===== config.mk =====
export PLATFORM = sky130hd
export DESIGN_NAME = integer_to_radix_string
export DESIGN_NICKNAME = d
export VERILOG_FILES = /design/src/sv/irs_pkg.sv /design/src/sv/irs_divider.sv /design/src/sv/integer_to_radix_string.sv
export SDC_FILE = /design/constraint.sdc
export NUM_CORES = 2
export LEC_CHECK = 0
export BUFFER_PORTS_ARGS = -buffer_cell sky130_fd_sc_hd__buf_2
export CORE_MARGIN = 2
export CORE_UTILIZATION = 53
export CTS_CLUSTER_SIZE = 40
export DETAILED_ROUTE_END_ITERATION = 7
export GPL_TIMING_DRIVEN = 0
export PLACE_DENSITY = 0.7
export SYNTH_ARGS = -nofsm -noshare
export SYNTH_HDL_FRONTEND = slang
export SYNTH_SLANG_ARGS = --single-unit

===== constraint.sdc =====
create_clock -name clk -period 9.97 [get_ports clk]
set_clock_uncertainty 0.15 [all_clocks]
set_input_delay 0.997 -clock clk [delete_from_list [all_inputs] [get_ports clk]]
set_output_delay 0.997 -clock clk [all_outputs]
set_load 0.02 [all_outputs]

===== src/sv/irs_pkg.sv =====
`timescale 1ns / 1ps

package irs_pkg;

  // magnitude word and division step counter
  localparam int MAG_W  = 32;
  localparam int STEP_W = $clog2(MAG_W);

  // defaults for the top level parameters
  localparam int MAX_DIGITS_DEF = 32;
  localparam int MAX_BASE_DEF   = 56;

  // field widths
  localparam int CHAR_W      = 8;
  localparam int POS_W       = 6;
  localparam int BASE_W      = 6;
  localparam int SYM_IDX_W   = 6;
  localparam int BASE_CMP_W  = 7;
  localparam int CFG_IDX_W   = 3;
  localparam int CFG_DATA_W  = 64;
  localparam int NUM_SYM_REG = 7;

  localparam logic [BASE_CMP_W-1:0] MIN_RADIX = BASE_CMP_W'(2);

  // register indexes
  localparam logic [CFG_IDX_W-1:0] CFG_BASE_SIZE = CFG_IDX_W'(0);
  localparam logic [CFG_IDX_W-1:0] CFG_SYM_FIRST = CFG_IDX_W'(1);

  // reset values
  localparam logic [BASE_W-1:0]     BASE_RESET   = BASE_W'(10);
  localparam logic [CFG_DATA_W-1:0] SYM0_RESET   = 64'h3736353433323130;
  localparam logic [CFG_DATA_W-1:0] SYM1_RESET   = 64'h0000000000003938;

  localparam logic [CHAR_W-1:0] CHAR_MINUS = 8'h2d;
  localparam logic [CHAR_W-1:0] CHAR_NONE  = 8'h00;

  // eight symbol bytes per register, symbol 0 in the low byte
  typedef logic [7:0][CHAR_W-1:0] sym_word_t;
  typedef sym_word_t [NUM_SYM_REG-1:0] sym_bank_t;

  // ascii code of a digit value, zero past the last register
  function automatic logic [CHAR_W-1:0] symbol_of(
    input sym_bank_t               bank,
    input logic [SYM_IDX_W-1:0]    digit
  );
    logic [2:0] word_sel;
    logic [2:0] byte_sel;
    word_sel = digit[5:3];
    byte_sel = digit[2:0];
    if (word_sel >= 3'(NUM_SYM_REG)) begin
      return CHAR_NONE;
    end
    return bank[word_sel][byte_sel];
  endfunction

endpackage


===== src/sv/irs_divider.sv =====
`timescale 1ns / 1ps

module irs_divider #(
  parameter int RADIX_W = 6
) (
  input  logic                      clk,
  input  logic                      rst,
  input  logic                      start,
  input  logic [irs_pkg::MAG_W-1:0] dividend,
  input  logic [RADIX_W-1:0]        divisor,
  output logic                      done,
  output logic [irs_pkg::MAG_W-1:0] quotient,
  output logic [RADIX_W-1:0]        remainder
);

  localparam logic [irs_pkg::STEP_W-1:0] STEP_LAST =
    irs_pkg::STEP_W'(irs_pkg::MAG_W - 1);

  logic                      busy;
  logic [irs_pkg::STEP_W-1:0] step;
  logic [irs_pkg::MAG_W-1:0] quo;
  logic [RADIX_W-1:0]        rem;
  logic [RADIX_W:0]          trial;
  logic [RADIX_W:0]          diff;
  logic                      fits;

  // one restoring step: bring down the next dividend bit
  always_comb begin
    trial = {rem, quo[irs_pkg::MAG_W-1]};
    diff  = trial - {1'b0, divisor};
    fits  = trial >= {1'b0, divisor};
  end

  // sequencing of the 32 steps
  always_ff @(posedge clk) begin
    if (rst) begin
      busy <= 1'b0;
      step <= '0;
      done <= 1'b0;
    end else begin
      done <= 1'b0;
      if (start) begin
        busy <= 1'b1;
        step <= '0;
      end else if (busy) begin
        step <= step + irs_pkg::STEP_W'(1);
        if (step == STEP_LAST) begin
          busy <= 1'b0;
          done <= 1'b1;
        end
      end
    end
  end

  // quotient shifts in from the dividend side
  always_ff @(posedge clk) begin
    if (start) begin
      quo <= dividend;
      rem <= '0;
    end else if (busy) begin
      quo <= {quo[irs_pkg::MAG_W-2:0], fits};
      rem <= fits ? diff[RADIX_W-1:0] : trial[RADIX_W-1:0];
    end
  end

  assign quotient  = quo;
  assign remainder = rem;

endmodule


===== src/sv/integer_to_radix_string.sv =====
`timescale 1ns / 1ps

// signed integer to text in a configurable radix
// input channel: in_valid/in_ready with value, one signed 32-bit beat per string
// output channel: out_valid/out_ready with character, position, last; one beat per
//   character, '-' first for a negative value, then digits most significant first,
//   last high on the final character
// config channel: cfg_valid/cfg_ready with cfg_index and cfg_data; index 0 is the
//   base size, 1 to 7 hold the symbol bytes; always ready, write only while idle
// sequence: digits come from one shared bit-serial divider; each digit needs a start
//   state, 32 shift/subtract steps and a handoff, then each digit character goes
//   through memory read, symbol lookup and output beat, and the sign character
//   through sign load and output beat
// throughput: one value at a time; in_ready is high only when no string is in flight
// a stalled receiver holds the current character in the output register and the
//   sequencer waits
// reset clears the sequencer and output valid, and restores base 10 with the
//   symbols "0123456789"; the digit memory needs no clearing

module integer_to_radix_string #(
  parameter int MAX_DIGITS = irs_pkg::MAX_DIGITS_DEF,
  parameter int MAX_BASE   = irs_pkg::MAX_BASE_DEF
) (
  input  logic                           clk,
  input  logic                           rst,
  input  logic                           in_valid,
  output logic                           in_ready,
  input  logic signed [irs_pkg::MAG_W-1:0] value,
  output logic                           out_valid,
  input  logic                           out_ready,
  output logic [irs_pkg::CHAR_W-1:0]     character,
  output logic [irs_pkg::POS_W-1:0]      position,
  output logic                           last,
  input  logic                           cfg_valid,
  output logic                           cfg_ready,
  input  logic [irs_pkg::CFG_IDX_W-1:0]  cfg_index,
  input  logic [irs_pkg::CFG_DATA_W-1:0] cfg_data
);

  localparam int RADIX_W = $clog2(MAX_BASE + 1);
  localparam int DIGIT_W = $clog2(MAX_BASE);
  localparam int ADDR_W  = $clog2(MAX_DIGITS);
  localparam int CNT_W   = $clog2(MAX_DIGITS + 1);

  localparam logic [irs_pkg::BASE_CMP_W-1:0] MAX_RADIX =
    irs_pkg::BASE_CMP_W'(MAX_BASE);

  typedef enum logic [6:0] {
    S_IDLE = 7'b0000001,
    S_DIV  = 7'b0000010,
    S_WAIT = 7'b0000100,
    S_SIGN = 7'b0001000,
    S_READ = 7'b0010000,
    S_LOAD = 7'b0100000,
    S_EMIT = 7'b1000000
  } state_t;

  state_t state;

  // configuration registers
  logic [irs_pkg::BASE_W-1:0] base_size;
  irs_pkg::sym_bank_t         symbols;

  // per-string working registers
  logic [irs_pkg::MAG_W-1:0]  mag;
  logic                       negative;
  logic [RADIX_W-1:0]         radix;
  logic [CNT_W-1:0]           count;
  logic [CNT_W-1:0]           left;
  logic [ADDR_W-1:0]          rd_idx;
  logic [DIGIT_W-1:0]         rd_data;
  logic [irs_pkg::POS_W-1:0]  pos;

  // digit memory, least significant digit at address 0
  logic [DIGIT_W-1:0]         digit_store [MAX_DIGITS];

  // divider hookup
  logic                       div_start;
  logic                       div_done;
  logic [irs_pkg::MAG_W-1:0]  div_quo;
  logic [RADIX_W-1:0]         div_rem;

  logic [irs_pkg::MAG_W-1:0]     value_u;
  logic [irs_pkg::MAG_W-1:0]     value_mag;
  logic [irs_pkg::BASE_CMP_W-1:0] base_ext;
  logic [irs_pkg::BASE_CMP_W-1:0] radix_clamped;
  logic [CNT_W-1:0]              count_inc;
  logic                          more_digits;

  assign in_ready  = (state == S_IDLE);
  assign cfg_ready = 1'b1;
  assign div_start = (state == S_DIV);

  // magnitude of the incoming value, minimum integer wraps to 2^31
  always_comb begin
    value_u   = value;
    value_mag = value_u[irs_pkg::MAG_W-1] ? (~value_u) + irs_pkg::MAG_W'(1) : value_u;
  end

  // radix clamp to 2 .. MAX_BASE
  always_comb begin
    base_ext = irs_pkg::BASE_CMP_W'(base_size);
    priority if (base_ext < irs_pkg::MIN_RADIX) begin
      radix_clamped = irs_pkg::MIN_RADIX;
    end else if (base_ext > MAX_RADIX) begin
      radix_clamped = MAX_RADIX;
    end else begin
      radix_clamped = base_ext;
    end
  end

  assign count_inc   = count + CNT_W'(1);
  assign more_digits = (div_quo != '0) && (count_inc < CNT_W'(MAX_DIGITS));

  irs_divider #(
    .RADIX_W(RADIX_W)
  ) u_div (
    .clk      (clk),
    .rst      (rst),
    .start    (div_start),
    .dividend (mag),
    .divisor  (radix),
    .done     (div_done),
    .quotient (div_quo),
    .remainder(div_rem)
  );

  // configuration writes
  always_ff @(posedge clk) begin
    if (rst) begin
      base_size <= irs_pkg::BASE_RESET;
      symbols   <= {{(irs_pkg::NUM_SYM_REG - 2){irs_pkg::CFG_DATA_W'(0)}},
                    irs_pkg::SYM1_RESET, irs_pkg::SYM0_RESET};
    end else if (cfg_valid) begin
      if (cfg_index == irs_pkg::CFG_BASE_SIZE) begin
        base_size <= cfg_data[irs_pkg::BASE_W-1:0];
      end else begin
        symbols[cfg_index - irs_pkg::CFG_SYM_FIRST] <= cfg_data;
      end
    end
  end

  // digit memory write and registered read
  always_ff @(posedge clk) begin
    if (state == S_WAIT && div_done) begin
      digit_store[count[ADDR_W-1:0]] <= div_rem[DIGIT_W-1:0];
    end
    if (state == S_READ) begin
      rd_data <= digit_store[rd_idx];
    end
  end

  // sequencer
  always_ff @(posedge clk) begin
    if (rst) begin
      state     <= S_IDLE;
      out_valid <= 1'b0;
    end else begin
      unique case (state)
        S_IDLE: begin
          if (in_valid) begin
            state <= S_DIV;
          end
        end
        S_DIV: begin
          state <= S_WAIT;
        end
        S_WAIT: begin
          if (div_done) begin
            if (more_digits) begin
              state <= S_DIV;
            end else if (negative) begin
              state <= S_SIGN;
            end else begin
              state <= S_READ;
            end
          end
        end
        S_SIGN: begin
          out_valid <= 1'b1;
          state     <= S_EMIT;
        end
        S_READ: begin
          state <= S_LOAD;
        end
        S_LOAD: begin
          out_valid <= 1'b1;
          state     <= S_EMIT;
        end
        S_EMIT: begin
          if (out_ready) begin
            out_valid <= 1'b0;
            state     <= (left != '0) ? S_READ : S_IDLE;
          end
        end
        default: begin
          state <= S_IDLE;
        end
      endcase
    end
  end

  // datapath registers
  always_ff @(posedge clk) begin
    unique case (state)
      S_IDLE: begin
        if (in_valid) begin
          mag      <= value_mag;
          negative <= value_u[irs_pkg::MAG_W-1];
          radix    <= RADIX_W'(radix_clamped);
          count    <= '0;
          pos      <= '0;
        end
      end
      S_WAIT: begin
        if (div_done) begin
          mag    <= div_quo;
          count  <= count_inc;
          left   <= count_inc;
          rd_idx <= count[ADDR_W-1:0];
        end
      end
      S_SIGN: begin
        character <= irs_pkg::CHAR_MINUS;
        position  <= pos;
        last      <= 1'b0;
        pos       <= pos + irs_pkg::POS_W'(1);
      end
      S_LOAD: begin
        character <= irs_pkg::symbol_of(symbols, irs_pkg::SYM_IDX_W'(rd_data));
        position  <= pos;
        last      <= (left == CNT_W'(1));
        pos       <= pos + irs_pkg::POS_W'(1);
        left      <= left - CNT_W'(1);
        rd_idx    <= rd_idx - ADDR_W'(1);
      end
      default: begin
      end
    endcase
  end

endmodule


==> impl_metrics.tcl <==
set metrics [dict create \
    globalRouteTotalUtil 0.318 \
    clock_path_buffers 3 \
    grt_pass1_vias 25500 \
    dpl_cell_area_sq_um 35400 \
    synth_area_sq_um 33700 \
    crit_arrival_ns 4.04 \
    core_area_sq_um 63000 \
    antenna_found_initial 7 \
    whs_ns 0.300 \
    tightest_slew_ns 1.42 \
    ys_seq_area_frac 0.556 \
    finalCriticalPeriod_ns 3.83 \
    dieWidth_um 256 \
    synth_edf_count 307 \
    place_congestion 1.04 \
    avgSynthCellArea_sq_um 9.94 \
    finalCritPeriodShare 0.385 \
    cp.depth 7 \
    start_kind "flop" \
    p_int_mw 5.68 \
    synth_nets 3512 \
    io_pins 122 \
    fin_cells 4502 \
    synth_common_cells "nand2_1 (1,110), a21oi_1 (475), dfxtp_1 (475), edfxtp_1 (307), clkbuf_1 (213)" \
    rsz0062_at_grt "no" \
    routed_wl_mm 105 \
    drv_slew 0 \
    grt_overflow 0 \
    net-switching-power_mw 1.97 \
    tns_ns 0 \
    holdPathStages 2 \
    initial_core_util 0.535 \
    ys_warn_count 0 \
    setup_ws_ns 6.14 \
    path_class "flop to flop" \
    clock-root-buffer "clkbuf_16" \
    critPathSlowestCell "buf_1" \
    path_cells "clkbuf_1 -> buf_2 -> buf_1 -> mux4_2 -> o22ai_1 -> o211ai_1 -> a221o_1" \
    finalHoldViolCount 0 \
    setup_violations 0 \
    yosysTopAreaCell "dfxtp_1" \
    syn_inst 3387 \
    clock_sinks 782 \
    p_leak_nw 13.1 \
    synth_cell_type_count 58 \
    clk_pin_slew_ns 0.06 \
    syn_to_final_growth_pct 13.2 \
    ctsResizeCount 0 \
    drt_iter0_drc 3051 \
    fin_area_sq_um 38100 \
    fp.dieArea_sq_um 65600 \
    power_frac_comb 0.094 \
    required_ns 10.18 \
    placed_cells 4351 \
    cts_setup_buffers 0 \
    dpl.hpwl_mm 72.5 \
    synth_top_area_frac 0.282 \
    max_slew_margin 0.0508 \
    final_nets 3713 \
    cp_num_buf_inv 3 \
    drt-pass1-iter-count 5 \
    drc 0 \
    cts_tree "built" \
    routed-via-count 26700 \
    hp-class "flop to flop" \
    wire_per_inst_um 23.3 \
    io_buffers 113 \
    p_seq_frac 0.501 \
    synth-main-ff-cell "dfxtp_1" \
    die_h_um 256 \
    status "completed" \
    grt_first_pass_wirelength_mm 158 \
    postRouteAntennaNets 0 \
    insertion_delay_ns 0.64 \
    preCtsSetupSlack_ns 5.87 \
    routed_via_density 5.93 \
    synth.most_common_cell "nand2_1" \
    drive_above_1_share 0.122 \
    synthArstFlopShare 0 \
    max_freq_ghz 0.261 \
    pwr_density_cell_nw_per_um2 201 \
    p_sw_frac 0.258 \
    critPathMaxFanout 10 \
    crit_path_max_incr_delay_ns 0.91 \
    crit_path_end_kind "flop" \
    rows 92 \
    ys_top_cells_by_area "dfxtp_1 (28%), edfxtp_1 (27%), nand2_1 (12%)" \
    postCtsHoldBufs 0 \
    cts_made_buffers 81 \
    ff2ff_path_depth 7 \
    grt_max_degree 37 \
    p_clk_frac 0.405 \
    power.total_mw 7.65 \
    ir_drop_mv 0.180 \
    cp_top_family "buffers and inverters" \
    cts_max_level 3 \
    synth-seq-cells 782 \
    timing.max_cap.violations 0 \
    utilization 0.605 \
]
[kinds of logic (layout without fill, tap and decap cells)]
family,count (synthesis),in the layout,synth area share
AO/OA/AOI/OAI,655,655,0.105
XOR/XNOR,50,50,0.0130
other,1,5,0.000111
flip-flops,782,782,0.556
AND/OR/NAND/NOR,1370,1370,0.167
buffers and inverters,274,539,0.0319
adder cells (fa/ha/maj),21,21,0.00802
multiplexers,234,234,0.119
[area by class of cell]
cell class	instances	area, sq um
Fill cell	5316	24900
Sequential cell	782	18700
Multi-Input combinational cell	2331	13900
Clock buffer	111	2310
Tap cell	846	1060
Buffer	251	987
Timing Repair Buffer	118	642
Clock inverter	36	375
Inverter	23	86.3
Antenna cell	4	10.0
[flip-flops by register name, indices dropped and copies added, names as in the netlist]
register	cells
symbols	448
digit_store	192
mag	32
u_div.quotient	32
character	8
state	7
base_size	6
count	6
left	6
pos	6
position	6
radix	6
rd_data	6
u_div.remainder	6
rd_idx	5
u_div.step	5
last	1
negative	1
out_valid	1
u_div.busy	1
u_div.done	1
[metal layers]
metal  routed length, um  global-route usage
met1               40700               0.410
met2               49000               0.511
met3                9250              0.0623
met4                5990               0.165
met5                  61                   0
[cell usage in the layout, fill, tap and decap left out, types with 5 or more instances in the layout]
cell and count:
a21oi_1 475, a22oi_1 8, and2_1 6, and3_1 6, buf_1 10, buf_2 137, bufinv_16 7, clkbuf_1 228
clkbuf_16 83, clkbuf_8 13, clkinv_1 7, clkinv_2 16, dfxtp_1 472, edfxtp_1 307, ha_1 20, inv_1 23
mux2_2 11, mux2i_1 91, mux4_2 132, nand2_1 1110, nand2b_1 8, nand3_1 32, nand3b_1 43, nor2_1 86
nor2b_1 7, nor3_1 18, nor4_1 13, o211ai_1 29, o21ai_0 95, o22ai_1 10, o31ai_1 5, or2_2 10
or3_1 8, xnor2_1 10, xor2_1 40
[power groups by stage]
| stage | combinational (mW) | sequential [mW] | clock (mW) |
|---|---|---|---|
| 2_1_floorplan | 0.438 | 3.82 | 0 |
| 3_3_place_gp | 0.652 | 3.91 | 0 |
| 3_5_place_dp | 0.702 | 3.90 | 0 |
| 4_1_cts | 0.708 | 3.84 | 3.12 |
| 5_1_grt | 0.782 | 3.86 | 3.24 |
| 6_report | 0.716 | 3.84 | 3.10 |
[worst paths after layout]
path | startpoint | to | slack (ns)
setup / recovery | rd_data[4] | character[5] | 6.14
hold / removal | symbols[206] | symbols[206] | 0.30
setup reg to reg | rd_data[4] | character[5] | 6.14
hold reg to reg | symbols[206] | symbols[206] | 0.30
[worst min-delay path, delay by kind of cell, from the launching register on]
| kind | cells | cell delay, ns |
|---|---|---|
| simple gates | 1 | 0.05 |
| flops | 1 | 0.30 |
| compound gates | 1 | 0.05 |
Power figures use the tool's default switching activity.
